## src/rtl/charge_time_to_full_estimator_macros.svh

```systemverilog
// ----------------------------------------------------------------------------
// Charge time-to-full estimator assertion macros
// Concurrent assertion wrappers. Define ASSERT_OFF to compile them out.
// ----------------------------------------------------------------------------
`ifndef CHARGE_TIME_TO_FULL_ESTIMATOR_MACROS_SVH
`define CHARGE_TIME_TO_FULL_ESTIMATOR_MACROS_SVH

`ifndef ASSERT_OFF
// Check a property on every clock edge outside reset
`define CTTE_ASSERT(lbl, prop) \
	lbl: assert property (@(posedge clk) disable iff (!arst_n) prop) \
	else $error("charge estimator assertion failed");
// Check that a condition holds in the cycle after a trigger
`define CTTE_ASSERT_NEXT(lbl, ante, cons) \
	lbl: assert property (@(posedge clk) disable iff (!arst_n) (ante) |=> (cons)) \
	else $error("charge estimator assertion failed");
`else
`define CTTE_ASSERT(lbl, prop)
`define CTTE_ASSERT_NEXT(lbl, ante, cons)
`endif

`endif

```

## src/rtl/ctte_pkg.sv

```systemverilog
// ----------------------------------------------------------------------------
// Charge time-to-full estimator package
// Shared widths, register indexes, datapath operation codes and status type.
// ----------------------------------------------------------------------------
`timescale 1ns / 1ps

package ctte_pkg;

	localparam int FRACTION_BITS_DEF = 16;

	localparam int CUR_IN_W   = 20;
	localparam int PCT_W      = 7;
	localparam int TIME_W     = 32;
	localparam int CHG_W      = 48;
	localparam int WEIGHT_W   = 16;
	localparam int CAP_W      = 20;
	localparam int CFG_IDX_W  = 8;
	localparam int CFG_DATA_W = 32;

	// Register indexes
	localparam logic [CFG_IDX_W-1:0] REG_MIN_TIME   = 8'd0;
	localparam logic [CFG_IDX_W-1:0] REG_CUR_WEIGHT = 8'd1;
	localparam logic [CFG_IDX_W-1:0] REG_RATE_WEIGHT = 8'd2;
	localparam logic [CFG_IDX_W-1:0] REG_CAPACITY   = 8'd3;

	// Register reset values
	localparam logic [TIME_W-1:0]   MIN_TIME_RST = 32'd30000;
	localparam logic [WEIGHT_W-1:0] WEIGHT_RST   = 16'd6554;
	localparam logic [CAP_W-1:0]    CAPACITY_RST = 20'd20000;

	// Datapath operations
	typedef logic [4:0] op_t;
	localparam op_t OP_NOP       = 5'd0;
	localparam op_t OP_LOAD      = 5'd1;
	localparam op_t OP_MUL_GATH  = 5'd2;
	localparam op_t OP_LOG       = 5'd3;
	localparam op_t OP_MUL_AC1   = 5'd4;
	localparam op_t OP_MUL_AC2   = 5'd5;
	localparam op_t OP_AC3       = 5'd6;
	localparam op_t OP_RDIV_GO   = 5'd7;
	localparam op_t OP_RDIV_TAKE = 5'd8;
	localparam op_t OP_RATE_SET  = 5'd9;
	localparam op_t OP_MUL_RM1   = 5'd10;
	localparam op_t OP_MUL_RM2   = 5'd11;
	localparam op_t OP_RATE_MIX  = 5'd12;
	localparam op_t OP_CDIV_GO   = 5'd13;
	localparam op_t OP_CUR_SAT   = 5'd14;
	localparam op_t OP_CDIV_TAKE = 5'd15;
	localparam op_t OP_FULL_CUR  = 5'd16;
	localparam op_t OP_SDIV_GO   = 5'd17;
	localparam op_t OP_SDIV_TAKE = 5'd18;
	localparam op_t OP_WQ_CAP    = 5'd19;
	localparam op_t OP_WQ_CALC   = 5'd20;
	localparam op_t OP_MUL_BL1   = 5'd21;
	localparam op_t OP_MUL_BL2   = 5'd22;
	localparam op_t OP_BLEND     = 5'd23;
	localparam op_t OP_FIN       = 5'd24;

	// Datapath status toward the controller
	typedef struct packed {
		logic charging;
		logic chg_before;
		logic ge_min;
		logic dt_nz;
		logic rate_zero;
		logic cur_zero;
		logic rate_usable;
		logic ge_cap_time;
		logic div_done;
	} status_t;

endpackage

```

## src/rtl/ctte_ctrl.sv

```systemverilog
// ----------------------------------------------------------------------------
// Charge estimator controller
// Sequences one sample through the datapath and owns both handshakes.
// ----------------------------------------------------------------------------
`timescale 1ns / 1ps

module ctte_ctrl (
	input  logic              clk,
	input  logic              arst_n,
	input  logic              in_valid,
	output logic              in_ready,
	output logic              out_valid,
	input  logic              out_ready,
	input  ctte_pkg::status_t st,
	output ctte_pkg::op_t     op
);
	import ctte_pkg::*;

	localparam logic [4:0] S_IDLE = 5'd0;
	localparam logic [4:0] S_GATH = 5'd1;
	localparam logic [4:0] S_LOG  = 5'd2;
	localparam logic [4:0] S_AC1  = 5'd3;
	localparam logic [4:0] S_AC2  = 5'd4;
	localparam logic [4:0] S_AC3  = 5'd5;
	localparam logic [4:0] S_RDIV = 5'd6;
	localparam logic [4:0] S_RDW  = 5'd7;
	localparam logic [4:0] S_RSEL = 5'd8;
	localparam logic [4:0] S_RM2  = 5'd9;
	localparam logic [4:0] S_RM3  = 5'd10;
	localparam logic [4:0] S_TTF  = 5'd11;
	localparam logic [4:0] S_CDW  = 5'd12;
	localparam logic [4:0] S_CHK  = 5'd13;
	localparam logic [4:0] S_SDW  = 5'd14;
	localparam logic [4:0] S_WQ   = 5'd15;
	localparam logic [4:0] S_BL1  = 5'd16;
	localparam logic [4:0] S_BL2  = 5'd17;
	localparam logic [4:0] S_BL3  = 5'd18;
	localparam logic [4:0] S_FIN  = 5'd19;

	logic [4:0] state_q;
	logic [4:0] state_d;
	logic       out_valid_q;
	logic       out_free;

	assign out_free = !out_valid_q || out_ready;

	// Next state and datapath operation
	always_comb begin
		state_d = state_q;
		op      = OP_NOP;
		case (state_q)
			S_IDLE: begin
				if (in_valid) begin
					op      = OP_LOAD;
					state_d = S_GATH;
				end
			end
			S_GATH: begin
				op      = OP_MUL_GATH;
				state_d = S_LOG;
			end
			S_LOG: begin
				op = OP_LOG;
				if (st.charging && st.chg_before && st.ge_min) begin
					state_d = S_AC1;
				end else begin
					state_d = S_FIN;
				end
			end
			S_AC1: begin
				op      = OP_MUL_AC1;
				state_d = S_AC2;
			end
			S_AC2: begin
				op      = OP_MUL_AC2;
				state_d = S_AC3;
			end
			S_AC3: begin
				op      = OP_AC3;
				state_d = st.dt_nz ? S_RDIV : S_TTF;
			end
			S_RDIV: begin
				op      = OP_RDIV_GO;
				state_d = S_RDW;
			end
			S_RDW: begin
				if (st.div_done) begin
					op      = OP_RDIV_TAKE;
					state_d = S_RSEL;
				end
			end
			S_RSEL: begin
				if (st.rate_zero) begin
					op      = OP_RATE_SET;
					state_d = S_TTF;
				end else begin
					op      = OP_MUL_RM1;
					state_d = S_RM2;
				end
			end
			S_RM2: begin
				op      = OP_MUL_RM2;
				state_d = S_RM3;
			end
			S_RM3: begin
				op      = OP_RATE_MIX;
				state_d = S_TTF;
			end
			S_TTF: begin
				if (st.cur_zero) begin
					op      = OP_CUR_SAT;
					state_d = S_CHK;
				end else begin
					op      = OP_CDIV_GO;
					state_d = S_CDW;
				end
			end
			S_CDW: begin
				if (st.div_done) begin
					op      = OP_CDIV_TAKE;
					state_d = S_CHK;
				end
			end
			S_CHK: begin
				if (st.rate_usable) begin
					op      = OP_SDIV_GO;
					state_d = S_SDW;
				end else begin
					op      = OP_FULL_CUR;
					state_d = S_FIN;
				end
			end
			S_SDW: begin
				if (st.div_done) begin
					op      = OP_SDIV_TAKE;
					state_d = S_WQ;
				end
			end
			S_WQ: begin
				if (st.ge_cap_time) begin
					op = OP_WQ_CAP;
				end else begin
					op = OP_WQ_CALC;
				end
				state_d = S_BL1;
			end
			S_BL1: begin
				op      = OP_MUL_BL1;
				state_d = S_BL2;
			end
			S_BL2: begin
				op      = OP_MUL_BL2;
				state_d = S_BL3;
			end
			S_BL3: begin
				op      = OP_BLEND;
				state_d = S_FIN;
			end
			S_FIN: begin
				if (out_free) begin
					op      = OP_FIN;
					state_d = S_IDLE;
				end
			end
			default: begin
				op      = OP_NOP;
				state_d = S_IDLE;
			end
		endcase
	end

	// State and output beat flag
	always_ff @(posedge clk or negedge arst_n) begin
		if (!arst_n) begin
			state_q     <= S_IDLE;
			out_valid_q <= 1'b0;
		end else begin
			state_q <= state_d;
			if (state_q == S_FIN && out_free) begin
				out_valid_q <= 1'b1;
			end else if (out_ready) begin
				out_valid_q <= 1'b0;
			end
		end
	end

	assign in_ready  = state_q == S_IDLE;
	assign out_valid = out_valid_q;

endmodule

```

## config.mk

```make
export PLATFORM = sky130hd
export DESIGN_NAME = ctte_ctrl
export DESIGN_NICKNAME = d
export VERILOG_FILES = /design/src/rtl/charge_time_to_full_estimator_macros.svh /design/src/rtl/ctte_pkg.sv /design/src/rtl/ctte_ctrl.sv
export SDC_FILE = /design/constraint.sdc
export NUM_CORES = 1
export LEC_CHECK = 0
export BUFFER_PORTS_ARGS = -buffer_cell sky130_fd_sc_hd__buf_2
export CORE_MARGIN = 3
export CORE_UTILIZATION = 51
export DETAILED_ROUTE_END_ITERATION = 10
export PLACE_DENSITY = 0.86
export SLEW_MARGIN = 15
export SYNTH_ARGS = -nofsm -noshare
export SYNTH_HDL_FRONTEND = slang
export SYNTH_SLANG_ARGS = --single-unit
export TNS_END_PERCENT = 20
```

## constraint.sdc

```tcl
create_clock -name clk -period 4.3 [get_ports clk]
set_clock_uncertainty 0.1 [all_clocks]
set_input_delay 0.43 -clock clk [delete_from_list [all_inputs] [get_ports clk]]
set_output_delay 0.43 -clock clk [all_outputs]
set_load 0.1 [all_outputs]
```

==> key figures, run 1 <==
Run status
  • Outcome: finished, final reports clean

Detailed routing
  • Final WL: 1960 µm
  • # DRC: 0
  • Routed vias/inst: between 6 and 7
  • Via Count: 848
  • Detailed Routing Iterations Pass 1: 4
  • Post-DRT Antenna Nets: 0
  • Wirelength per Cell: 15.2 µm
  • DR iter-0 viols: 29

Setup path
  • Setup crit start kind: flip-flop
  • Crit path DAT: between 2 and 2.5 ns
  • Crit path cell chain: nor2b_1 -> a32oi_1 -> o32a_1 -> nand3_1 -> buf_2
  • CP max stage delay: 0.80 ns
  • Critical Path Slowest Stage Cell: dfrtp_1
  • Top delay family on crit path: flip-flops
  • Kind of critical path: reg2out
  • Crit end category: primary output
  • Crit path required time: 3.77 ns
  • CP bufs+invs: 1
  • Worst-path maximum fanout: 21

Placement
  • RD Place Congestion: approximately 0.89
  • DP HPWL: approximately 1500 µm
  • IO buf count: 19

Clock network
  • Post-CTS sizing: 0
  • TritonCTS clock tree: done
  • Clock latency on the worst-skew pair: 0.25 ns
  • Clk sinks: 6
  • Hold buffers post-CTS: 1
  • Htree depth: 1
  • Setup bufs post-CTS: 0
  • Reg clk slew, reported paths: about 0.05 ns
  • TritonCTS Buffers: 3
  • Max Buffers Root-to-Sink: 2
  • Root Buffer: clkbuf_4

Cells and area
  • Area added between synthesis and finish: 10.1%
  • ANT cells: 0
  • NumNets Final: approximately 130
  • Fraction of layout cells with a size suffix above 1: between 20% and 30%

Yosys
  • Synth Warn #: 0
  • Asr flop ratio synth: 100%
  • EDFF count, synth: 0
  • Sequential area share after synthesis: 18.9%
  • Yosys cell types: 43
  • Commonest cells in the netlist: nor2_1, o21ai_0, nand2_1
  • Synth Net Count: 115
  • Synth area leaders: dfrtp_1, o21ai_0, buf_4
  • Mapped Cells: 102
  • Syn Area/Cell: 7.78 µm²
  • Mapped Area: 793 µm²
  • Top_reg_cell synth: dfrtp_1
  • Cell type with the largest total area after synthesis: dfrtp_1
  • Flops & latches, synth: 6
  • Post-synth top area share: a little under a fifth

Floorplan
  • Die X-Extent: 45.4 µm
  • Core area: around 1400 µm²
  • Initial Utilization: between 50% and 60%
  • Ports: 20
  • DIE HEIGHT: 45.4 µm
  • Die Area: slightly above 2000 µm²
  • Row count: 13

Global routing
  • Vias in the first global route: roughly 790
  • Initial antenna violation count: 0
  • GR Util All Layers: 22.4%
  • Total overflow reported by the global router: 0
  • Pin count of the biggest net entering global routing: 23
  • Global-route wire length before repair: 3410 µm

Timing
  • Highest clock rate: between 300 and 400 MHz
  • Fin crit period: 2.74 ns
  • Tcrit/Tclk final: approximately 64%
  • Final hold violations: 0
  • RSZ-0062 raised after global routing: no
  • Final max-slew violation count: 0
  • Worst slew margin: 51.0%
  • Worst Max-Slew Pin Slew: approximately 0.74 ns
  • Sum Neg Setup Slack: 0 ns
  • Final setup fails: 0

Job
  • Maxcap violations: 0

Worst hold path
  • Hold WC Path Type: in2async
[area by class of cell]
type / count / area, µm²
Sequential cell: 6 / 150
Timing Repair Buffer: 20 / 105
Inverter: 1 / 3.75
Tap cell: 15 / 18.8
Fill cell: 119 / 509
Multi-Input combinational cell: 84 / 573
Clock buffer: 3 / 22.5
[registers in the layout, indices dropped and copies added, names as in the netlist]
signal,flops
state_q,5
out_valid,1
[cells by family after synthesis]
family | count (synthesis) | synth area share, %
AND/OR/NAND/NOR | 44 | 34.2
XOR/XNOR | 1 | 1.10
flip-flops | 6 | 18.9
buffers and inverters | 12 | 8.83
AO/OA/AOI/OAI | 37 | 33.8
multiplexers | 2 | 3.15
[layer usage]
layer	global-route usage, %	routed length, µm	up-vias
li1	-	-	409
met1	28.9	795	380
met2	35.9	935	50
met3	5.14	180	9
met4	8.19	46	0
met5	0	0	-
[layout by cell type (no fill, tap or decap), types with 2 or more instances in the layout]
cell	count
a21oi_1	6
a31oi_1	2
a32o_1	2
buf_2	19
clkbuf_4	3
dfrtp_1	6
nand2_1	7
nand2_2	2
nand2b_1	4
nand3_1	4
nand4_1	2
nor2_1	9
nor2b_1	6
nor3b_1	3
o2111ai_1	2
o21ai_0	9
o22ai_1	2
[path summary, 6_finish.rpt]
check,startpoint,endpoint,slack (ns),cells past startpoint
worst max register to register,state_q[0],state_q[1],2.29,4
worst min register to register,out_valid,out_valid,0.50,2
min in group clk,st[7],state_q[4],0.43,4
worst max-delay path,state_q[3],op[1],1.56,5
max in group asynchronous,arst_n,out_valid,3.52,2
worst min-delay path,arst_n,state_q[1],0.43,2
[stage by stage]
step                instances  setup WS (ns)  utilization, %  hold WS [ns]  instance area [µm²]
floorplan                 102          0.615               -        0.0344                  793
global placement          125           1.85            60.8         0.154                  841
detailed placement        125           1.84            60.8         0.161                  841
CTS                       129           1.58            63.2         0.431                  873
global route              129           1.40            63.2         0.459                  873
finish                    129           1.56            63.2         0.427                  873
Power of run 1 is left out: the tool's default activity adds up to more than one toggle a clock period on the data nets, which glitch-free logic cannot reach.
==> run 2, diff against run 1 <==
--- a/config.mk
+++ b/config.mk
@@ -5,9 +5,10 @@
 export SDC_FILE = /design/constraint.sdc
 export NUM_CORES = 1
 export LEC_CHECK = 0
+export ABC_AREA = 1
 export BUFFER_PORTS_ARGS = -buffer_cell sky130_fd_sc_hd__buf_2
 export CORE_MARGIN = 3
-export CORE_UTILIZATION = 51
+export CORE_UTILIZATION = 50
 export DETAILED_ROUTE_END_ITERATION = 10
 export PLACE_DENSITY = 0.86
 export SLEW_MARGIN = 15
==> constraint.sdc (replaced) <==
create_clock -name clk -period 2.8 [get_ports clk]
set_clock_uncertainty 0.1 [all_clocks]
set_input_delay 0.28 -clock clk [delete_from_list [all_inputs] [get_ports clk]]
set_output_delay 0.28 -clock clk [all_outputs]
set_load 0.1 [all_outputs]
==> key figures, run 2 <==
Cells and area
  • Commonest non-fill, non-tap cell in the layout: nand2_1
  • ANT cells: 0
  • Layout Utilization: between 60 and 70%
  • Fraction of layout cells with a size suffix above 1: between 20% and 30%
  • NumNets Final: approximately 170
  • Largest Register: state_q
  • Area added between synthesis and finish: 20.9%
  • Number of flip-flops in the largest register: 5
  • Most frequent cells in the layout: nand2_1, inv_1, buf_2
  • Post-route insts no fill: 169

Clock network
  • Post-CTS sizing: 0
  • Htree depth: 1
  • Clock latency on the worst-skew pair: about 0.24 ns
  • Root Buffer: clkbuf_4
  • TritonCTS Buffers: 3
  • TritonCTS clock tree: done
  • Clk sinks: 6
  • Max Buffers Root-to-Sink: 2
  • Reg clk slew, reported paths: about 0.040 ns

Timing
  • Final max-slew violation count: 0
  • Fin crit period: roughly 2.4 ns
  • Worst Max-Slew Pin Slew: about 0.5 ns
  • Worst slew margin: between 60 and 70%
  • Final hold violations: 0
  • Sum Neg Setup Slack: 0 ns
  • Final setup fails: 0
  • RSZ-0062 raised after global routing: no
  • Tcrit/Tclk final: 86.1%
  • Highest clock rate: roughly 410 MHz

Yosys
  • Synth Area in Compound Gates: 8.62%
  • Largest family of logic cells by synthesized area: simple AND/OR/NAND/NOR gates
  • Synth area leaders: dfrtp_1, nand2_1, nand3_1
  • Mapped Cells: around 130
  • Synth Warn #: 0
  • Top_reg_cell synth: dfrtp_1
  • Post-synth top area share: around a fifth
  • EDFF count, synth: 0
  • Simple-Gate Fraction of Synth Area: about three fifths
  • Mapped Area: between 700 and 800 µm²
  • XOR/XNOR share of the synthesized area: 0%
  • Post-Synth Adder-Cell Area: 0%
  • Commonest cells in the netlist: nand2_1, inv_1, nor2_1, nand3_1, dfrtp_1
  • Mux cell area share after synthesis: 0%
  • Syn Area/Cell: between 5 and 6 µm²
  • Count leader, synth: nand2_1
  • Yosys cell types: 21
  • Synth Net Count: approximately 140
  • Cell type with the largest total area after synthesis: dfrtp_1
  • Sequential area share after synthesis: between 20% and 30%
  • Asr flop ratio synth: 100%
  • Flops & latches, synth: 6

Run status
  • Outcome: finished, final reports clean

Setup path
  • Crit path DAT: about 2.0 ns
  • Crit path required time: ~2.4 ns
  • Kind of critical path: reg2out
  • Top delay family on crit path: simple AND/OR/NAND/NOR gates
  • Reg-to-reg endpoint: state_q[1]
  • Critical Path Slowest Stage Cell: dfrtp_1
  • Setup crit start kind: flip-flop
  • CP max stage delay: 0.44 ns
  • Reg-to-reg critical path startpoint: state_q[0]
  • Cells on worst reg2reg path: 8
  • Reg2Reg Setup Slack: about 1.2 ns
  • Worst-path maximum fanout: 7
  • Crit end category: primary output
  • Crit path cell chain: nor2_1 -> nand2_1 -> nor3_1 -> inv_1 -> and3_1 -> nand3_1 -> buf_2
  • CP bufs+invs: 2

Global routing
  • Initial antenna violation count: 0
  • Vias in the first global route: between 800 and 900
  • Total overflow reported by the global router: 0
  • Global-route wire length before repair: between 3000 and 4000 µm
  • GR Util All Layers: 24.2%
  • Pin count of the biggest net entering global routing: 10

Placement
  • RD Place Congestion: about 0.96
  • Placed Cells: about 170
  • DP HPWL: around 1700 µm
  • IO buf count: 19

Floorplan
  • Row count: 13
  • Initial Utilization: between 50% and 60%
  • DIE HEIGHT: about 44 µm
  • Die X-Extent: roughly 44 µm
  • Core area: 1330 µm²
  • Die Area: roughly 2000 µm²
  • Ports: 20

Detailed routing
  • # DRC: 0
  • Via Count: 950
  • Final WL: 2060 µm
  • Wirelength per Cell: ~12 µm
  • Routed vias/inst: 5.62
  • DR iter-0 viols: 66
  • Detailed Routing Iterations Pass 1: 4
  • Post-DRT Antenna Nets: 0

Worst hold path
  • Hold WC Path Type: in2reg
  • Hold Path Depth: 4
  • Worst Hold End: out_valid
  • Hold wc startpoint: out_ready

Job
  • Maxcap violations: 0
-- run 2: area by class of cell --
type | count | area [µm²]
clock buffer | 3 | 22.5
fill | 125 | 457
inverter | 23 | 87.6
multi-input combinational | 102 | 493
sequential | 6 | 150
tap | 15 | 18.8
timing repair buffer | 20 | 105
-- run 2: worst max-delay path by stage --
| stage | from | end | slack (ns) | cells after the start |
|---|---|---|---|---|
| final | state_q[0] | op[0] | 0.39 | 7 |
| after global routing | state_q[1] | op[0] | 0.21 | 7 |
| after CTS | state_q[0] | op[0] | 0.39 | 7 |
| after detailed placement | state_q[0] | op[0] | 0.66 | 7 |
| after global placement | state_q[0] | op[0] | 0.66 | 7 |
| after floorplan | state_q[1] | op[2] | 0.05 | 4 |
-- run 2: stage by stage --
step / hold WS, ns / setup slack, ns / cell area [µm²]
after floorplan: -0.116 / 0.0507 / 731
after global placement: 0.0119 / 0.662 / 845
after detailed placement: 0.0119 / 0.660 / 845
after CTS: 0.201 / 0.392 / 877
after global routing: 0.215 / 0.212 / 877
final: 0.205 / 0.388 / 877
-- run 2: timing repair --
| action | 4_1_cts | 5_1_grt |
|---|---|---|
| hold buffers | 1 | 0 |
| setup buffers | 0 | 0 |
| endpoints found under the hold margin | 6 | 0 |
-- run 2: metal layers --
metal,vias up,global-route usage (%),wire length (µm)
met5,-,0,0
met4,0,9.04,31
li1,474,-,-
met1,417,33.8,867
met3,4,7.32,221
met2,55,34.9,940
-- run 2: logic make-up (layout without fill, tap and decap cells) --
family,count (synthesis),count (layout)
compound gates,10,10
simple gates,92,92
flops,6,6
buf+inv,23,46
-- run 2: worst min-delay path, cell delays in order --
cell	delay, ns
buf_2	0.07
nor2_1	0.05
inv_1	0.06
nand2_1	0.05
Power of run 2 is left out for the same reason.
==> run 3, diff against run 2 <==
--- a/config.mk
+++ b/config.mk
@@ -10,6 +10,7 @@
 export CORE_MARGIN = 3
 export CORE_UTILIZATION = 50
 export DETAILED_ROUTE_END_ITERATION = 10
+export GPL_TIMING_DRIVEN = 0
 export PLACE_DENSITY = 0.86
 export SLEW_MARGIN = 15
 export SYNTH_ARGS = -nofsm -noshare
==> key figures, run 3 (synthesis results as in run 2) <==
Cells and area
  • FF+latch area: roughly 150 µm²
  • Area added between synthesis and finish: 20.9%
  • Number of flip-flops in the largest register: 5
  • Commonest non-fill, non-tap cell in the layout: nand2_1
  • ANT cells: 0
  • NumNets Final: roughly 170
  • Largest Register: state_q
  • Filler cell count in the final layout: around 130
  • Area of the multi-input gates: roughly 500 µm²
  • Most frequent cells in the layout: nand2_1, inv_1, buf_2
  • Fraction of layout cells with a size suffix above 1: 22.1%

Placement
  • IO buf count: 19
  • DP HPWL: about 1700 µm
  • RD Place Congestion: 0.951

Setup path
  • Critical Path Slowest Stage Cell: dfrtp_1
  • Kind of critical path: reg2out
  • Worst-path maximum fanout: 7
  • CP max stage delay: 0.45 ns
  • Top delay family on crit path: simple AND/OR/NAND/NOR gates
  • Crit end category: primary output
  • CP bufs+invs: 2
  • Crit path DAT: between 2 and 2.5 ns
  • Crit path required time: between 2 and 2.5 ns
  • Crit path cell chain: nor2_1 -> nand2_1 -> nor3_1 -> inv_1 -> and3_1 -> nand3_1 -> buf_2
  • Setup crit start kind: flip-flop

Clock network
  • Hold buffers post-CTS: 1
  • Reg clk slew, reported paths: around 0.050 ns
  • TritonCTS clock tree: done
  • Clk sinks: 6
  • Root Buffer: clkbuf_4
  • Htree depth: 1
  • TritonCTS Buffers: 3
  • Max Buffers Root-to-Sink: 2
  • Clock latency on the worst-skew pair: 0.24 ns
  • Post-CTS sizing: 0
  • Setup bufs post-CTS: 0

Global routing
  • Met1 global-route usage: between 30 and 40%
  • GR Util All Layers: about a quarter
  • Global-route wire length before repair: 3530 µm
  • Pin count of the biggest net entering global routing: 10
  • GRT met3 Usage: between 7 and 8%
  • Vias in the first global route: 879
  • Initial antenna violation count: 0
  • Most used routing layer: met2
  • Met2 GRT Util: between 30% and 40%
  • Total overflow reported by the global router: 0

Floorplan
  • Row count: 13
  • Initial Utilization: 54.4%
  • Core area: approximately 1300 µm²
  • Ports: 20
  • DIE HEIGHT: between 40 and 50 µm
  • Die Area: between 1500 and 2000 µm²
  • Die X-Extent: about 44 µm

Timing
  • RSZ-0062 raised after global routing: no
  • Final setup fails: 0
  • Worst slew margin: between 60 and 70%
  • Tcrit/Tclk final: 88.3%
  • Final hold violations: 0
  • Sum Neg Setup Slack: 0 ns
  • Fin crit period: approximately 2.5 ns
  • Worst Max-Slew Pin Slew: approximately 0.5 ns
  • Final max-slew violation count: 0
  • Highest clock rate: slightly above 400 MHz

Detailed routing
  • Detailed Routing Iterations Pass 1: 4
  • DR iter-0 viols: 60
  • Routed vias/inst: 5.61
  • Post-DRT Antenna Nets: 0
  • Wirelength per Cell: approximately 13 µm
  • Via Count: ~950
  • Final WL: between 2000 and 2500 µm
  • # DRC: 0

Job
  • Maxcap violations: 0

Worst hold path
  • Hold WC Path Type: in2reg

Run status
  • Outcome: finished, final reports clean
==> run 3: cell counts in the layout (fill, tap and decap cells not counted) <==
No cell type changed its count.
==> run 3: final cells by class <==
cell class                 instances  share of cell area (%)
tap                               15                    2.14
clock buffer                       3                    2.57
multi-input combinational        102                    56.2
inverter                          23                    9.99
sequential                         6                    17.1
timing repair buffer              20                    12.0
==> run 3: path summary, 6_finish.rpt <==
check | startpoint | cells after the start | to | slack (ns)
max | state_q[0] | 7 | op[0] | 0.33
min reg2reg | out_valid | 4 | out_valid | 0.53
max reg2reg | state_q[1] | 10 | state_q[1] | 1.16
min | out_ready | 4 | out_valid | 0.22
max in group asynchronous | arst_n | 2 | state_q[1] | 2.17
min in group asynchronous | arst_n | 2 | state_q[0] | 0.29
==> run 3: worst reg2reg max path, cell delays in order, from the launching register on <==
cell and delay (ns):
dfrtp_1 0.46, nand2_1 0.29, inv_2 0.06, nand3_2 0.10, nand2_1 0.08, nand2_2 0.07, clkinv_2 0.06, nor2_4 0.13
inv_1 0.07, nand2_1 0.06, nand2_1 0.05
==> run 3: stage by stage <==
stage	setup WS [ns]	cell area (µm²)	std cells	hold WS, ns	util [%]
floorplan	0.0507	731	131	-0.116	-
global placement	0.629	845	165	0.00703	63.3
detailed placement	0.652	845	165	0.0115	63.3
CTS	0.387	877	169	0.216	65.8
global route	0.221	877	169	0.230	65.8
finish	0.328	877	169	0.220	65.8
==> run 3: metal layers <==
layer | routed length [µm] | share of wire [%]
met1 | 873 | 41
met2 | 965 | 46
met3 | 244 | 12
met4 | 29 | 1.4
met5 | 0 | 0
Power of run 3 is left out for the same reason.
